$ cat src/prst_pkg.sv
// shared types, codes and constants of the radio statistics table
package prst_pkg;

    localparam int TABLE_ENTRIES_DEF = 16;
    localparam int MAX_ROWS          = 16;
    localparam int CMD_DEPTH         = 2;
    localparam int RES_DEPTH         = 4;

    typedef enum logic [1:0] {
        OP_RX     = 2'd0,
        OP_TX     = 2'd1,
        OP_REPORT = 2'd2,
        OP_NONE   = 2'd3
    } t_op;

    typedef enum logic [2:0] {
        ST_HIT       = 3'd0,
        ST_NEW       = 3'd1,
        ST_FULL      = 3'd2,
        ST_ROW       = 3'd3,
        ST_RPT_EMPTY = 3'd4
    } t_status;

    typedef enum logic [2:0] {
        S_IDLE,
        S_SCAN,
        S_UPD,
        S_MISS,
        S_RPT_NONE,
        S_RPT_RD,
        S_RPT_ROW0,
        S_RPT_ROW1
    } t_state;

    typedef struct packed {
        t_op         op;
        logic [15:0] channel;
        logic [15:0] protocol_id;
        logic [15:0] transmit_ticks;
        logic [15:0] listen_ticks;
    } t_cmd;

    typedef struct packed {
        t_status     status;
        logic [15:0] entry_channel;
        logic [15:0] entry_protocol;
        logic        direction;
        logic [31:0] packet_count;
        logic [31:0] transmit_total;
        logic [31:0] listen_total;
        logic [31:0] transmit_delta;
        logic [31:0] listen_delta;
        logic        last;
    } t_res;

    // per direction: index 0 received, index 1 sent
    typedef struct packed {
        logic [15:0]       channel;
        logic [15:0]       protocol;
        logic [1:0][31:0]  count;
        logic [1:0][31:0]  tx_sum;
        logic [1:0][31:0]  rx_sum;
        logic [1:0][31:0]  snap_tx;
        logic [1:0][31:0]  snap_rx;
    } t_entry;

endpackage

$ cat src/prst_fifo.sv
// small first-in first-out queue built from flip-flops
module prst_fifo
    import prst_pkg::*;
#(
    parameter type t_data = t_cmd,
    parameter int  DEPTH  = CMD_DEPTH
) (
    input  logic  i_clk,
    input  logic  i_rst_n,
    input  logic  i_wr,
    input  t_data i_data,
    input  logic  i_rd,
    output t_data o_data,
    output logic  o_full,
    output logic  o_empty
);

    localparam int PW = (DEPTH > 1) ? $clog2(DEPTH) : 1;
    localparam int CW = $clog2(DEPTH + 1);

    t_data          r_mem [DEPTH];
    logic [PW-1:0]  r_wp, n_wp;
    logic [PW-1:0]  r_rp, n_rp;
    logic [CW-1:0]  r_cnt, n_cnt;
    logic           wr_ok, rd_ok;

    assign o_full  = (r_cnt == CW'(DEPTH));
    assign o_empty = (r_cnt == '0);
    assign o_data  = r_mem[r_rp];
    assign wr_ok   = i_wr && !o_full;
    assign rd_ok   = i_rd && !o_empty;

    always_comb begin
        n_wp  = r_wp;
        n_rp  = r_rp;
        n_cnt = r_cnt;
        if (wr_ok) begin
            n_wp = (r_wp == PW'(DEPTH - 1)) ? '0 : r_wp + 1'b1;
        end
        if (rd_ok) begin
            n_rp = (r_rp == PW'(DEPTH - 1)) ? '0 : r_rp + 1'b1;
        end
        if (wr_ok && !rd_ok) begin
            n_cnt = r_cnt + 1'b1;
        end else if (rd_ok && !wr_ok) begin
            n_cnt = r_cnt - 1'b1;
        end
    end

    always_ff @(posedge i_clk) begin
        if (!i_rst_n) begin
            r_wp  <= '0;
            r_rp  <= '0;
            r_cnt <= '0;
        end else begin
            r_wp  <= n_wp;
            r_rp  <= n_rp;
            r_cnt <= n_cnt;
        end
    end

    always_ff @(posedge i_clk) begin
        if (wr_ok) begin
            r_mem[r_wp] <= i_data;
        end
    end

endmodule

$ cat config.mk
export PLATFORM = sky130hd
export DESIGN_NAME = prst_fifo
export DESIGN_NICKNAME = d
export VERILOG_FILES = /design/src/prst_pkg.sv /design/src/prst_fifo.sv
export SDC_FILE = /design/constraint.sdc
export NUM_CORES = 1
export LEC_CHECK = 0
export ABC_AREA = 1
export BUFFER_PORTS_ARGS = -buffer_cell sky130_fd_sc_hd__buf_2
export CORE_MARGIN = 4
export CORE_UTILIZATION = 42
export CTS_CLUSTER_DIAMETER = 50
export DETAILED_ROUTE_END_ITERATION = 10
export GPL_TIMING_DRIVEN = 1
export PLACE_DENSITY = 0.76
export SLEW_MARGIN = 5
export SYNTH_ARGS = -nofsm -noshare
export SYNTH_HDL_FRONTEND = slang
export SYNTH_SLANG_ARGS = --single-unit
$ cat constraint.sdc
create_clock -name i_clk -period 8.4 [get_ports i_clk]
set_input_delay 0.42 -clock i_clk [delete_from_list [all_inputs] [get_ports i_clk]]
set_output_delay 0.42 -clock i_clk [all_outputs]
set_load 0.1 [all_outputs]
==> results_dict.tcl <==
set metrics [dict create \
    status "finished, final reports clean" \
    cts.htree.levels 4 \
    dr.pass1.iters 4 \
    rrSetupSlack_ns 6.30 \
    ys_seq_elements 137 \
    fillers 953 \
    postSynthAreaPerCell_um2 21.3 \
    grt_usage 0.134 \
    drt_iter0_drc 157 \
    grt_max_degree 67 \
    final.period_utilization 0.327 \
    drive_gt1_frac 0.572 \
    internal_power_mw 1.51 \
    cts_tree "done" \
    vdd_drop_max_uv 346 \
    insertion_delay_ns 0.41 \
    pre_cts_ws_ns 6.08 \
    holdPathStages 1 \
    p_sw_frac 0.435 \
    p_sw_mw 1.17 \
    rsz0062_at_grt "false" \
    setup_viol 0 \
    syn_area_um2 5160 \
    vias 2623 \
    die-area_um2 14100 \
    maxCapViolCount 0 \
    seqCellArea_um2 4070 \
    grt_pass1_wl_um 14200 \
    fp-row-count 40 \
    wire_per_inst_um 16.3 \
    routed_via_density 4.73 \
    ys_seq_area_frac 0.787 \
    clkPwrFrac 0.254 \
    hold_buffers 0 \
    grt_pass1_vias 2850 \
    seqPwrFrac 0.348 \
    startpoint_type "flop" \
    die_h_um 119 \
    endpoint_kind "output port" \
    antenna_found_initial 0 \
    synth_warnings 0 \
    root_buffer "clkbuf_16" \
    path_max_fanout 66 \
    place_hpwl_um 5830 \
    p_leak_nw 2.56 \
    drv_slew 0 \
    worstReg2RegEnd "r_mem[0][11]$_DFFE_PP_" \
    routabilityCongestion 0.673 \
    initial_core_util 0.430 \
    wirelength_um 9010 \
    p_per_area_nw_per_um2 409 \
    hold_viol 0 \
    cp.required_ns 7.98 \
    fin_nets 465 \
    cts_made_buffers 17 \
    worstHoldEndpoint "r_mem[0][65]$_DFFE_PP_" \
    overflow 0 \
    drc_errors 0 \
    worst-r2r-cell-count 3 \
    relSlewSlack 0.256 \
    layout_setup_ws_ns 5.65 \
    syn2layout_area_growth_pct 26.8 \
    cts_buffer_depth 2 \
    min_period_ns 2.75 \
    boundaryPins 138 \
    die_x_um 119 \
    cts_sinks 137 \
    cts_setup_buffers 0 \
    p_comb_frac 0.397 \
    r2r-start "r_cnt[0]$_SDFFE_PN0P_" \
    syn_nets 314 \
    synth.distinct_cells 15 \
    postCtsResizedCells 0 \
    coreArea_um2 12000 \
    clk_pin_slew_ns 0.05 \
    hp-class "input pin to flop" \
    multiInputGateArea_um2 1020 \
    worst_clock_skew_ns 0.00620 \
    fin_tns_setup_ns 0 \
    synth_cells 243 \
    hold_start "i_data[65]" \
    antenna_violating_nets_post_route 0 \
    path_class "flop to output port" \
    fmax_mhz 364 \
    arrival_ns 2.33 \
    portBuffers 137 \
    diodes 0 \
    worst_slew_pin_slew_ns 1.12 \
]
-- logic make-up after synthesis --
family	Yosys count	share of synthesized area
DFF	137	0.787
muxes	66	0.173
and+or+nand+nor	19	0.0145
buffers and inverters	16	0.0194
AOI/OAI and AO/OA	4	0.00387
adders and majority gates	1	0.00242
-- cells in the mapped netlist --
| library cell | number | area [um^2] |
|---|---|---|
| inv_1 | 9 | 33.8 |
| o21ai_1 | 1 | 5.00 |
| a21oi_1 | 1 | 5.00 |
| o21ai_0 | 2 | 10.0 |
| buf_6 | 5 | 56.3 |
| buf_2 | 2 | 10.0 |
| nand2_1 | 6 | 22.5 |
| mux2_4 | 40 | 601 |
| nor2_1 | 11 | 41.3 |
| ha_1 | 1 | 12.5 |
| dfxtp_1 | 5 | 100 |
| nand3_1 | 1 | 5.00 |
| mux2_2 | 26 | 293 |
| edfxtp_1 | 132 | 3960 |
| nand4_1 | 1 | 6.26 |
-- routing by layer --
metal | vias to the layer above | GRT usage | share of wire
met3 | 13 | 0.0565 | 0.071
met5 | - | 0 | 0
met2 | 102 | 0.233 | 0.53
met4 | 0 | 0.0608 | 0.018
met1 | 1270 | 0.143 | 0.38
li1 | 1238 | - | -
-- worst max-delay path, stage by stage, from the launching register on --
cell	delay, ns
dfxtp_4	1.06
mux2_2	0.34
buf_2	0.43
-- sequential cells by signal, indices dropped and copies added (netlist names), named ones only --
register	count
r_mem	132
r_cnt	2
r_rp	1
r_wp	1
-- metrics by stage --
step	util	area, um^2	std cells	hold WS [ns]	total power [mW]
2_1_floorplan	-	5160	243	0.467	1.88
3_3_place_gp	0.500	6000	522	0.482	2.01
3_5_place_dp	0.500	6000	522	0.495	2.02
4_1_cts	0.545	6550	554	0.168	2.71
5_1_grt	0.545	6550	554	0.176	2.78
6_report	0.545	6550	554	0.196	2.68
-- how the worst max path moves through the flow --
stage	startpoint	end	depth (start not counted)
4_1_cts	flop	o_data[43]	2
6_report	flop	o_data[43]	2
3_5_place_dp	flop	o_data[43]	2
5_1_grt	flop	o_data[43]	2
3_3_place_gp	flop	o_data[49]	2
2_1_floorplan	i_wr	r_mem[0][0]$_DFFE_PP_	2
-- layout make-up --
type                            instances  share of cell area
Clock buffer                           22              0.0678
Clock inverter                         10              0.0157
Inverter                                9             0.00516
Multi-Input combinational cell         90               0.155
Sequential cell                       137               0.621
Tap cell                              147              0.0281
Timing Repair Buffer                  139               0.107
-- power by group through the flow --
stage	Combinational, mW	Sequential, mW	Clock [mW]
detailed placement	1.07	0.950	0
finish	1.07	0.934	0.681
floorplan	0.977	0.906	0
CTS	1.07	0.937	0.702
global route	1.10	0.947	0.731
global placement	1.06	0.944	0
-- placed cells by master, fill, tap and decap left out --
cell / Yosys / routed
a21oi_1: 1 / 1
buf_2: 2 / 137
buf_4: 0 / 2
bufinv_16: 0 / 2
clkbuf_1: 0 / 5
clkbuf_16: 0 / 17
clkinv_1: 0 / 2
clkinv_2: 0 / 4
clkinvlp_4: 0 / 2
dfxtp_1: 5 / 4
dfxtp_4: 0 / 1
edfxtp_1: 132 / 132
ha_1: 1 / 1
inv_1: 9 / 9
mux2_2: 26 / 26
mux2_4: 40 / 40
nand2_1: 6 / 6
nand3_1: 1 / 1
nand4_1: 1 / 1
nor2_1: 11 / 9
nor2_4: 0 / 2
o21ai_0: 2 / 2
o21ai_1: 1 / 1
(Power assumes the default switching activity.)
