$ cat config.mk
export PLATFORM = sky130hd
export DESIGN_NAME = prst_front
export DESIGN_NICKNAME = d
export VERILOG_FILES = /design/src/prst_pkg.sv /design/src/prst_fifo.sv /design/src/prst_front.sv
export SDC_FILE = /design/constraint.sdc
export NUM_CORES = 1
export LEC_CHECK = 0
export ABC_AREA = 0
export ABC_CLOCK_PERIOD_IN_PS = 5400
export BUFFER_PORTS_ARGS = -buffer_cell sky130_fd_sc_hd__buf_2
export CAP_MARGIN = 10
export CORE_MARGIN = 3
export CORE_UTILIZATION = 54
export CTS_BUF_LIST = sky130_fd_sc_hd__clkbuf_2 sky130_fd_sc_hd__clkbuf_4 sky130_fd_sc_hd__clkbuf_8
export DETAILED_ROUTE_END_ITERATION = 7
export GPL_ROUTABILITY_DRIVEN = 0
export MAX_ROUTING_LAYER = met4
export PLACE_DENSITY = 0.86
export SYNTH_ARGS = -nofsm -noshare
export SYNTH_HDL_FRONTEND = slang
export SYNTH_SLANG_ARGS = --single-unit
$ cat constraint.sdc
create_clock -name i_clk -period 5.4 [get_ports i_clk]
set_input_delay 1.08 -clock i_clk [delete_from_list [all_inputs] [get_ports i_clk]]
set_output_delay 1.08 -clock i_clk [all_outputs]
set_load 0.02 [all_outputs]
$ cat src/prst_pkg.sv
// shared types, codes and constants of the radio statistics table
package prst_pkg;

    localparam int TABLE_ENTRIES_DEF = 16;
    localparam int MAX_ROWS          = 16;
    localparam int CMD_DEPTH         = 2;
    localparam int RES_DEPTH         = 4;

    typedef enum logic [1:0] {
        OP_RX     = 2'd0,
        OP_TX     = 2'd1,
        OP_REPORT = 2'd2,
        OP_NONE   = 2'd3
    } t_op;

    typedef enum logic [2:0] {
        ST_HIT       = 3'd0,
        ST_NEW       = 3'd1,
        ST_FULL      = 3'd2,
        ST_ROW       = 3'd3,
        ST_RPT_EMPTY = 3'd4
    } t_status;

    typedef enum logic [2:0] {
        S_IDLE,
        S_SCAN,
        S_UPD,
        S_MISS,
        S_RPT_NONE,
        S_RPT_RD,
        S_RPT_ROW0,
        S_RPT_ROW1
    } t_state;

    typedef struct packed {
        t_op         op;
        logic [15:0] channel;
        logic [15:0] protocol_id;
        logic [15:0] transmit_ticks;
        logic [15:0] listen_ticks;
    } t_cmd;

    typedef struct packed {
        t_status     status;
        logic [15:0] entry_channel;
        logic [15:0] entry_protocol;
        logic        direction;
        logic [31:0] packet_count;
        logic [31:0] transmit_total;
        logic [31:0] listen_total;
        logic [31:0] transmit_delta;
        logic [31:0] listen_delta;
        logic        last;
    } t_res;

    // per direction: index 0 received, index 1 sent
    typedef struct packed {
        logic [15:0]       channel;
        logic [15:0]       protocol;
        logic [1:0][31:0]  count;
        logic [1:0][31:0]  tx_sum;
        logic [1:0][31:0]  rx_sum;
        logic [1:0][31:0]  snap_tx;
        logic [1:0][31:0]  snap_rx;
    } t_entry;

endpackage

$ cat src/prst_fifo.sv
// small first-in first-out queue built from flip-flops
module prst_fifo
    import prst_pkg::*;
#(
    parameter type t_data = t_cmd,
    parameter int  DEPTH  = CMD_DEPTH
) (
    input  logic  i_clk,
    input  logic  i_rst_n,
    input  logic  i_wr,
    input  t_data i_data,
    input  logic  i_rd,
    output t_data o_data,
    output logic  o_full,
    output logic  o_empty
);

    localparam int PW = (DEPTH > 1) ? $clog2(DEPTH) : 1;
    localparam int CW = $clog2(DEPTH + 1);

    t_data          r_mem [DEPTH];
    logic [PW-1:0]  r_wp, n_wp;
    logic [PW-1:0]  r_rp, n_rp;
    logic [CW-1:0]  r_cnt, n_cnt;
    logic           wr_ok, rd_ok;

    assign o_full  = (r_cnt == CW'(DEPTH));
    assign o_empty = (r_cnt == '0);
    assign o_data  = r_mem[r_rp];
    assign wr_ok   = i_wr && !o_full;
    assign rd_ok   = i_rd && !o_empty;

    always_comb begin
        n_wp  = r_wp;
        n_rp  = r_rp;
        n_cnt = r_cnt;
        if (wr_ok) begin
            n_wp = (r_wp == PW'(DEPTH - 1)) ? '0 : r_wp + 1'b1;
        end
        if (rd_ok) begin
            n_rp = (r_rp == PW'(DEPTH - 1)) ? '0 : r_rp + 1'b1;
        end
        if (wr_ok && !rd_ok) begin
            n_cnt = r_cnt + 1'b1;
        end else if (rd_ok && !wr_ok) begin
            n_cnt = r_cnt - 1'b1;
        end
    end

    always_ff @(posedge i_clk) begin
        if (!i_rst_n) begin
            r_wp  <= '0;
            r_rp  <= '0;
            r_cnt <= '0;
        end else begin
            r_wp  <= n_wp;
            r_rp  <= n_rp;
            r_cnt <= n_cnt;
        end
    end

    always_ff @(posedge i_clk) begin
        if (wr_ok) begin
            r_mem[r_wp] <= i_data;
        end
    end

endmodule

$ cat src/prst_front.sv
// input side: accepts items, drops unused op codes, queues commands
module prst_front
    import prst_pkg::*;
(
    input  logic  i_clk,
    input  logic  i_rst_n,
    input  logic  i_push,
    input  t_cmd  i_cmd,
    output logic  o_full,
    input  logic  i_cmd_pop,
    output t_cmd  o_cmd,
    output logic  o_cmd_empty
);

    logic accept;
    logic keep;

    assign accept = i_push && !o_full;
    // unused op code leaves no trace
    assign keep   = (i_cmd.op != OP_NONE);

    prst_fifo #(
        .t_data (t_cmd),
        .DEPTH  (CMD_DEPTH)
    ) u_cmdq (
        .i_clk   (i_clk),
        .i_rst_n (i_rst_n),
        .i_wr    (accept && keep),
        .i_data  (i_cmd),
        .i_rd    (i_cmd_pop),
        .o_data  (o_cmd),
        .o_full  (o_full),
        .o_empty (o_cmd_empty)
    );

endmodule

==> metrics.yaml, run 1 <==
synthesis:
  synthesis.area_sq_um: 5000
  ys_warn_count: 0
  netlist_instances: 230
  avgSynthCellArea_sq_um: 21.7
  synth_fp_nets: 301
  seq_area_frac_synth_pct: 81.2
  synth_seq_cells: 137
  yosysUniqueCellTypes: 21
power:
  peakVddDrop_v: 0.000280
  p_leak_nw: 2.32
  power_density_nw_per_um2: 489
floorplan:
  dieArea_sq_um: 10500
  core_sq_um: 8850
  start_util_pct: 56.5
  die_h_microns: 102
  row_count: 34
  io_pins: 138
  fp.dieW_microns: 102
grt:
  grt_max_degree: 44
  grt_pass1_vias: 2695
  antenna_found_initial: 1
  grt_first_pass_wirelength_mm: 13.3
  grt.total_usage_pct: 18.0
  grt-ovfl-total: 0
timing:
  finalSetupViolations: 0
  skew_ps: 11.3
  setup_ws_ps: 1890
  slew_viol_final: 0
  rsz0062_at_grt: "no"
  hold_viol_final: 0
  layout_min_cycle_time_ps: 3510
  worst_slew_pin_slew_ps: 1040
  relSlewSlack_pct: 30.9
  fin_crit_sh_pct: 65.0
  fmax_mhz: 285
  setup-tns-final_ps: 0
cells_and_area:
  drive_gt1_share_pct: 61.3
  fillCellCount: 588
  multiInputGateArea_sq_um: 898
  num-nets-final: 453
  syn2layout_area_growth_pct: 24.5
  layout.cells.non_filler: 504
  regArea_sq_um: 4070
cts:
  clock_path_buffers: 2
  postCtsHoldBufs: 0
  postCtsSetupBuffers: 0
  clkSinkCount: 137
  cts_root_buf: "clkbuf_8"
  worstSkewPairLatency_ps: 410
  cts_tree: "done"
  cts_buffers: 17
  htree_levels: 4
  cts_resized: 0
  path_clk_slew_ps: 70
setup_path:
  start_kind: "flop"
  path_class: "flop to output port"
  crit_path_end_kind: "output port"
  worstReg2RegEnd: "u_cmdq.r_mem[0][48]"
  r2r_cells: 4
  crit_arrival_ps: 2430
  crit_fanout: 43
  cp.required_ps: 4320
  r2r_start: "u_cmdq.r_cnt[0]"
  rrSetupSlack_ps: 2820
routing:
  post_drt_wl_per_cell_microns: 17.4
  first_pass_iters: 4
  post_drt_via_cell_ratio: 5.19
  drt_iter0_drc: 126
  wirelength_mm: 8.76
  vias: 2614
  drc: 0
  antenna_left: 0
status:
  status: "completed"
flow_run:
  max-cap-violations: 0
placed_design:
  dp_slack_ps: 2110
  place_hpwl_mm: 5.78
  io_buffers: 137
  dp.cells: 471
worst_hold_path:
  min-delay-start: "u_cmdq.r_wp"
  worstHoldPathCells: 2
  min_path_type: "flop to flop"
  hold_end: "u_cmdq.r_wp"
-- worst max path at each step --
stage               startpoint            endpoint  slack (ps)  cells after the start
finish                    flop           o_cmd[23]        1890                      3
global placement     i_cmd[64]  u_cmdq.r_mem[0][0]        2160                      4
detailed placement   i_cmd[64]  u_cmdq.r_mem[0][1]        2110                      4
global route              flop           o_cmd[23]        1730                      3
CTS                       flop           o_cmd[23]        1810                      3
floorplan            i_cmd[64]  u_cmdq.r_mem[0][0]         570                      2
-- layout by cell type (no fill, tap or decap) --
cell          n
bufinv_16     3
buf_4         3
and2_2        1
nand2_1       1
edfxtp_1    132
dfxtp_2       1
inv_6         2
clkbuf_4      1
o21ai_0       1
o21ai_1       1
nor2_1        1
nor2b_4       1
nand2b_1      1
buf_2       137
mux2_2       66
a211oi_4      1
and2_1        3
clkbuf_8     17
dfxtp_1       4
nor2b_2       1
mux2i_1       1
ha_1          1
xnor2_1       2
clkinv_4      3
inv_1         1
a21boi_1      1
xor2_1        1
or3_1         1
clkinv_1      1
clkinvlp_4    4
diode_2       1
clkinv_2      1
-- cell usage after synthesis --
master,instances,share of area [%]
edfxtp_1,132,79
mux2_2,66,15
dfxtp_1,5,2.0
and2_1,4,0.50
buf_4,4,0.60
buf_2,3,0.30
xnor2_1,2,0.35
a211oi_4,1,0.40
a21boi_1,1,0.15
ha_1,1,0.25
inv_1,1,0.075
mux2i_1,1,0.20
nand2_1,1,0.075
nand2b_1,1,0.13
nor2_1,1,0.075
nor2b_1,1,0.13
nor2b_2,1,0.18
o21ai_0,1,0.10
o21ai_1,1,0.10
or3_1,1,0.13
xor2_1,1,0.18
-- final cells by class --
type | instances | area share (%)
multi-input cells | 85 | 14.4
clock inverters | 14 | 2.77
flip-flops and latches | 137 | 65.3
repair buffers | 140 | 11.4
diodes | 1 | 0.0402
inverters | 1 | 0.0603
clock buffers | 18 | 3.88
well taps | 108 | 2.17
-- registers in the layout, summed over array words and instances, names as in the netlist, named ones only --
name	cells
u_cmdq.r_wp	1
u_cmdq.r_rp	1
u_cmdq.r_cnt	2
u_cmdq.r_mem	132
-- worst max-delay path, stage by stage (launching register included) --
cell	delay (ps)
dfxtp_2	1000
buf_4	450
mux2_2	390
buf_2	160
-- per-stage QoR --
step / hold slack, ps / instance area [sq um] / power [mW] / util, %
final: 517 / 6230 / 3.04 / 70.4
after global routing: 574 / 6230 / 3.19 / 70.4
after global placement: 495 / 5810 / 2.21 / 65.7
after floorplan: 451 / 5000 / 1.98 / -
after CTS: 517 / 6220 / 3.07 / 70.3
after detailed placement: 508 / 5810 / 2.23 / 65.7
-- layer usage --
metal  global-route usage, %  part of all wire [%]  wire [microns]
met3                    5.94                   8.5             748
met2                    26.6                    46            4060
met1                    23.7                    45            3900
met4                    6.36                  0.58              51
met5                       -                     0               0
-- logic make-up after synthesis --
| family | Yosys count | share of synthesized area (%) |
|---|---|---|
| multiplexers | 67 | 15.1 |
| AO/OA/AOI/OAI | 4 | 0.750 |
| AND/OR/NAND/NOR | 10 | 1.20 |
| buffers and inverters | 8 | 0.975 |
| adder cells (fa/ha/maj) | 1 | 0.250 |
| XOR/XNOR | 3 | 0.525 |
| flip-flops | 137 | 81.2 |
-- power breakdown --
part           internal [mW]  switching [mW]  leakage [nW]
clock network          0.464           0.384         0.197
logic                  0.336           0.456         0.860
registers               1.32          0.0816          1.26
No activity file was read; power rests on OpenSTA's default activity.
==> inputs of run 2 (changes only) <==
- ABC_CLOCK_PERIOD_IN_PS: 5400 -> 3000
- CORE_UTILIZATION: 54 -> 49
- PLACE_DENSITY: 0.86 -> 0.82
- clock period: 5.4 -> 3 ns (I/O delays scaled with it)
==> run 2 against run 1 <==
Clock skew down 3.4 ps. Setup slack got worse by 1400 ps. Wire length decreased by 2.0%. Core utilization down 6.6 points.
==> metrics.yaml, run 2 (synthesized netlist as in run 1, its figures left out) <==
timing:
  setup-tns-final_ps: 0  # unchanged
  fmax_mhz: 396
  relSlewSlack_pct: 67.3  # +36 points
  slew_viol_final: 0  # unchanged
  layout_min_cycle_time_ps: 2530
  skew_ps: 7.97  # -3.37 ps
  hold_viol_final: 0  # unchanged
  finalSetupViolations: 0  # unchanged
  fin_crit_sh_pct: 84.2
  worst_slew_pin_slew_ps: 490  # -547 ps
  rsz0062_at_grt: "no"
grt:
  grt_max_degree: 36  # -18%
  antenna_found_initial: 0  # -1
  grt-ovfl-total: 0  # unchanged
  grt_first_pass_wirelength_mm: 13.4  # +0.56%
  grt_pass1_vias: 2720  # +0.93%
  grt.total_usage_pct: 16.3  # -1.7 points
routing:
  drt_iter0_drc: 100  # -21%
  post_drt_wl_per_cell_microns: 16.2  # -6.8%
  first_pass_iters: 5  # +1
  antenna_left: 0  # unchanged
  vias: 2574  # -1.5%
  drc: 0  # unchanged
  post_drt_via_cell_ratio: 4.86  # -6.4%
  wirelength_mm: 8.59  # -2.0%
floorplan:
  row_count: 36  # +5.9%
  dieArea_sq_um: 11500  # +9.6%
  die_h_microns: 107  # +4.7%
  start_util_pct: 50.7  # -5.8 points
  fp.dieW_microns: 107  # +4.7%
  core_sq_um: 9860  # +11%
  io_pins: 138  # unchanged
cts:
  cts_buffers: 17  # unchanged
  cts_root_buf: "clkbuf_8"
  clkSinkCount: 137  # unchanged
  path_clk_slew_ps: 70  # about the same
  cts_resized: 0  # unchanged
  worstSkewPairLatency_ps: 420  # about the same
  postCtsSetupBuffers: 0  # unchanged
  clock_path_buffers: 2  # unchanged
  htree_levels: 4  # unchanged
  postCtsHoldBufs: 0  # unchanged
  cts_tree: "done"
power:
  p_leak_nw: 2.36  # +1.6%
  peakVddDrop_v: 0.000535  # +91%
  power_density_nw_per_um2: 879  # +80%
placed_design:
  place_hpwl_mm: 5.64  # -2.6%
  io_buffers: 137  # unchanged
  place_area_sq_um: 5880  # +1.2%
setup_path:
  crit_fanout: 35  # -19%
  crit_arrival_ps: 1930  # -500 ps
  crit_path_end_kind: "output port"
  r2r_start: "u_cmdq.r_cnt[0]"
  path_class: "flop to output port"
  start_kind: "flop"
  cp.required_ps: 2400  # -1920 ps
cells_and_area:
  design_area_sq_um: 6300  # +1.1%
  drive_gt1_share_pct: 61.5  # +0.20 points
  syn2layout_area_growth_pct: 25.9
  antennaDiodeCount: 0  # -1
  largest_register_ffs: 132  # unchanged
  top_register: "u_cmdq.r_mem"
  reg_top3: "u_cmdq.r_mem x132, u_cmdq.r_cnt x2"
  final_cell_mix: "buf_2 (137), edfxtp_1 (132), mux2_2 (66), clkbuf_8 (17), buf_4 (5)"
  final_common_cell: "buf_2"
  num-nets-final: 456  # +0.66%
status:
  status: "completed"
worst_hold_path:
  min_path_type: "primary input to flop"
  min-delay-start: "i_cmd[54]"
flow_run:
  max-cap-violations: 0  # unchanged
run 2: metrics by stage:
stage / setup slack [ps] / std cells / power (mW) / utilization (%) / hold WS [ps]
after floorplan: 85.7 / 230 / 3.55 / - / 478
after global placement: 818 / 499 / 4.00 / 59.6 / 494
after detailed placement: 796 / 499 / 4.03 / 59.6 / 519
after CTS: 390 / 530 / 5.61 / 63.8 / 322
after global routing: 344 / 530 / 5.80 / 63.8 / 327
final: 473 / 530 / 5.53 / 63.8 / 364
run 2: metal layers:
layer | global-route usage (%) | routed length [microns] | vias up
li1 | - | - | 1209
met1 | 18.8 | 3490 | 1258
met2 | 26.5 | 4480 | 95
met3 | 4.82 | 521 | 12
met4 | 7.40 | 96 | 0
met5 | - | 0 | -
run 2: worst max-delay path, stage by stage, from the launching register on:
cell and delay, ps:
dfxtp_4 650, buf_4 310, mux2_2 380, buf_2 160
run 2: final cells by class:
cell class                 instances  area (sq um)
sequential                       137          4070
fill                             705          3570
multi-input combinational         85           900
timing repair buffer             143           743
clock buffer                      21           264
tap                              133           166
clock inverter                    10           151
inverter                           1          3.75
run 2: final timing paths:
check / end / slack (ps) / cells after the start
worst min-delay path: u_cmdq.r_mem[1][54] / 360 / 1
worst max-delay path: o_cmd[23] / 470 / 3
worst min register to register: u_cmdq.r_wp / 530 / 2
worst max register to register: u_cmdq.r_mem[1][49] / 1040 / 4
run 2: power breakdown:
part           internal, mW  switching, mW  total (mW)  leakage, nW
registers              2.38          0.134        2.51         1.26
clock network         0.929          0.630        1.56        0.215
logic                 0.623          0.835        1.46        0.879
total                  3.93           1.60        5.53         2.36
==> inputs of run 3 (changes only) <==
- ABC_AREA: 0 -> 1
- ABC_CLOCK_PERIOD_IN_PS: 3000 -> 2150
- clock period: 3 -> 2.15 ns (I/O delays scaled with it)
==> run 3 against run 2 <==
Worst hold slack lost 160 ps. Core utilization grew 1.8 points. Clock skew is essentially flat. First-iteration DRC count grew 5.0%. Non-clock buffer count grew 2. Sequential share of layout area shrank 2.6 points. Wire length grew 2.6%. Setup slack lost 290 ps. Count of clock-buffer cells in the layout shrank 2.
==> metrics.yaml, run 3 <==
status:
  status: "completed"
synthesis:
  synthTopCellsByCount: "edfxtp_1 (132), mux2_4 (40), mux2_2 (26), nand2_1 (10), nor2_1 (10)"
  ys_warn_count: 0  # unchanged
  avgSynthCellArea_sq_um: 21.2  # -2.6%
  netlist_instances: 244  # +6.1%
  yosys.area.top_type: "edfxtp_1"
  async_reset_ff_share_pct: 0  # unchanged
  yosys_most_used_dff: "edfxtp_1"
  yosysTopAreaCellShare_pct: 76.7  # -2.5 points
  seq_area_frac_synth_pct: 78.6  # -2.6 points
  ys_top_cells_by_area: "edfxtp_1 (77%), mux2_4 (12%), mux2_2 (5.7%)"
  synth_seq_cells: 137  # unchanged
  synth_fp_nets: 315  # +4.7%
  yosysMostFrequentCell: "edfxtp_1"
  synth-edff-count: 132  # unchanged
  yosysUniqueCellTypes: 15  # -29%
  synthesis.area_sq_um: 5170  # +3.3%
floorplan:
  dieArea_sq_um: 11800  # +3.1%
  start_util_pct: 51.7  # +0.97 points
  row_count: 36  # unchanged
  die_h_microns: 109  # +1.5%
  io_pins: 138  # unchanged
  core_sq_um: 10000  # +1.4%
  fp.dieW_microns: 109  # +1.5%
timing:
  slew_viol_final: 0  # unchanged
  fin_crit_sh_pct: 91.6
  hold_viol_final: 0  # unchanged
  rsz0062_at_grt: "no"
  worst_hold_slack_ps: 207  # -157 ps
  skew_ps: 7.57  # -0.392 ps
  worst_slew_pin_slew_ps: 341  # -149 ps
  relSlewSlack_pct: 77.3  # +9.9 points
  finalSetupViolations: 0  # unchanged
  layout_min_cycle_time_ps: 1970
  setup_ws_ps: 181  # -292 ps
  fmax_mhz: 508
grt:
  antenna_found_initial: 1  # +1
  grt_first_pass_wirelength_mm: 13.2  # -1.1%
  grt_max_degree: 57  # +58%
  grt-ovfl-total: 0  # unchanged
  grt.total_usage_pct: 15.7  # -0.64 points
  grt_pass1_vias: 2696  # -0.88%
power:
  power_density_nw_per_um2: 1160  # +32%
  p_leak_nw: 2.56  # +8.7%
  peakVddDrop_v: 0.000678  # +27%
cts:
  cts_tree: "done"
  clock_path_buffers: 2  # unchanged
  clkSinkCount: 137  # unchanged
  htree_levels: 4  # unchanged
  worstSkewPairLatency_ps: 400  # -20 ps
  postCtsHoldBufs: 0  # unchanged
  path_clk_slew_ps: 80  # about the same
  cts_buffers: 17  # unchanged
  cts_root_buf: "clkbuf_8"
cells_and_area:
  syn2layout_area_growth_pct: 26.9
  drive_gt1_share_pct: 59.8  # -1.7 points
  largest_register_ffs: 132  # unchanged
  final_core_util_pct: 65.6  # +1.8 points
  final_common_cell: "buf_2"
  design_area_sq_um: 6560  # +4.2%
  top_register: "u_cmdq.r_mem"
  num-nets-final: 472  # +3.5%
  reg_top3: "u_cmdq.r_mem x132, u_cmdq.r_cnt x2"
  final_cell_mix: "buf_2 (137), edfxtp_1 (132), mux2_4 (40), mux2_2 (26), clkbuf_8 (17)"
setup_path:
  crit_chain: "buf_12 -> mux2_2 -> buf_2"
  r2r_start: "u_cmdq.r_cnt[1]"
  path_class: "flop to output port"
  cp.required_ps: 1720  # -680 ps
  rrSetupSlack_ps: 560  # -480 ps
  slowest_stage: "dfxtp_4"
  start_kind: "flop"
  r2r_cells: 6  # +2
  worstReg2RegEnd: "u_cmdq.r_mem[1][35]"
  critPathMaxStageDelay_ps: 390  # -260 ps
  crit_arrival_ps: 1540  # -390 ps
  crit_path_end_kind: "output port"
  crit_fanout: 26  # -26%
routing:
  first_pass_iters: 4  # -1
  post_drt_wl_per_cell_microns: 16.1  # -0.61%
  wirelength_mm: 8.81  # +2.6%
  drc: 0  # unchanged
  drt_iter0_drc: 105  # +5.0%
  antenna_left: 0  # unchanged
  vias: 2670  # +3.7%
  post_drt_via_cell_ratio: 4.88  # +0.51%
worst_hold_path:
  min_path_type: "primary input to flop"
  worstHoldPathCells: 1  # unchanged
  min-delay-start: "i_cmd[1]"
  hold_end: "u_cmdq.r_mem[0][1]"
placed_design:
  io_buffers: 137  # unchanged
  dp_slack_ps: 364  # -432 ps
  place_hpwl_mm: 5.94  # +5.3%
  place_area_sq_um: 6090  # +3.6%
flow_run:
  max-cap-violations: 0  # unchanged
==> run 3: changes by cell type after synthesis, sizes merged, moves of 2 or more <==
cell	delta
and2	-4
nand2	+9
nor2b	-2
nor2	+9
inv	+7
xnor2	-2
==> run 3: cell families (layout without fill, tap and decap cells) <==
kind of cell | after synthesis | count (layout) | synth area share [%]
flops | 137 | 137 | 78.6
mux | 66 | 66 | 17.3
simple gates | 23 | 23 | 1.77
buf+inv | 15 | 184 | 1.86
compound gates | 2 | 2 | 0.194
fa+ha+maj | 1 | 1 | 0.242
other cells | 0 | 1 | 0
==> run 3: power breakdown <==
group / switching, mW / internal, mW
combinational: 1.08 / 0.838
clock: 0.904 / 1.40
sequential: 0.0897 / 3.27
total: 2.07 / 5.51
==> run 3: per-stage QoR <==
step	std cells	TNS, ps	power [mW]
after floorplan	244	-32630	4.78
after global placement	513	0	5.30
after detailed placement	513	0	5.34
after CTS	546	0	7.68
after global routing	547	0	7.92
final	547	0	7.59
==> run 3: routing by layer <==
layer / routed length, microns / track usage, % / vias to the layer above
met3: 738 / 5.80 / 2
met4: 21 / 4.06 / 0
met2: 4470 / 25.9 / 109
li1: - / - / 1261
met5: 0 / - / -
met1: 3580 / 18.2 / 1298
==> run 3: worst max-delay path by stage <==
| stage | start | end | slack, ps | cells past startpoint |
|---|---|---|---|---|
| after floorplan | i_cmd[64] | u_cmdq.r_mem[0][0] | -370 | 3 |
| after global placement | i_cmd[64] | u_cmdq.r_mem[1][29] | 410 | 7 |
| after detailed placement | i_cmd[64] | u_cmdq.r_mem[1][59] | 360 | 7 |
| after CTS | flop | o_cmd[46] | 140 | 3 |
| after global routing | flop | o_cmd[57] | 110 | 3 |
| final | flop | o_cmd[46] | 180 | 3 |
==> run 3: timing repair <==
item | in CTS | in global routing
setup endpoints to repair | 10 | 0
buffers inserted | 2 | 0
gates resized for setup | 0 | 0
==> run 3: layout make-up <==
cell class / instances / area (sq um)
well taps: 133 / 166
multi-input cells: 92 / 1040
clock buffers: 19 / 249
inverters: 8 / 33.8
repair buffers: 145 / 796
clock inverters: 12 / 199
fillers: 703 / 3440
flip-flops and latches: 137 / 4070
diodes: 1 / 2.50
==> run 3: critical path: cells and delay by family, from the launching register on <==
| kind | cells | cell delay [ps] |
|---|---|---|
| buffers and inverters | 2 | 380 |
| DFF | 1 | 390 |
| muxes | 1 | 360 |
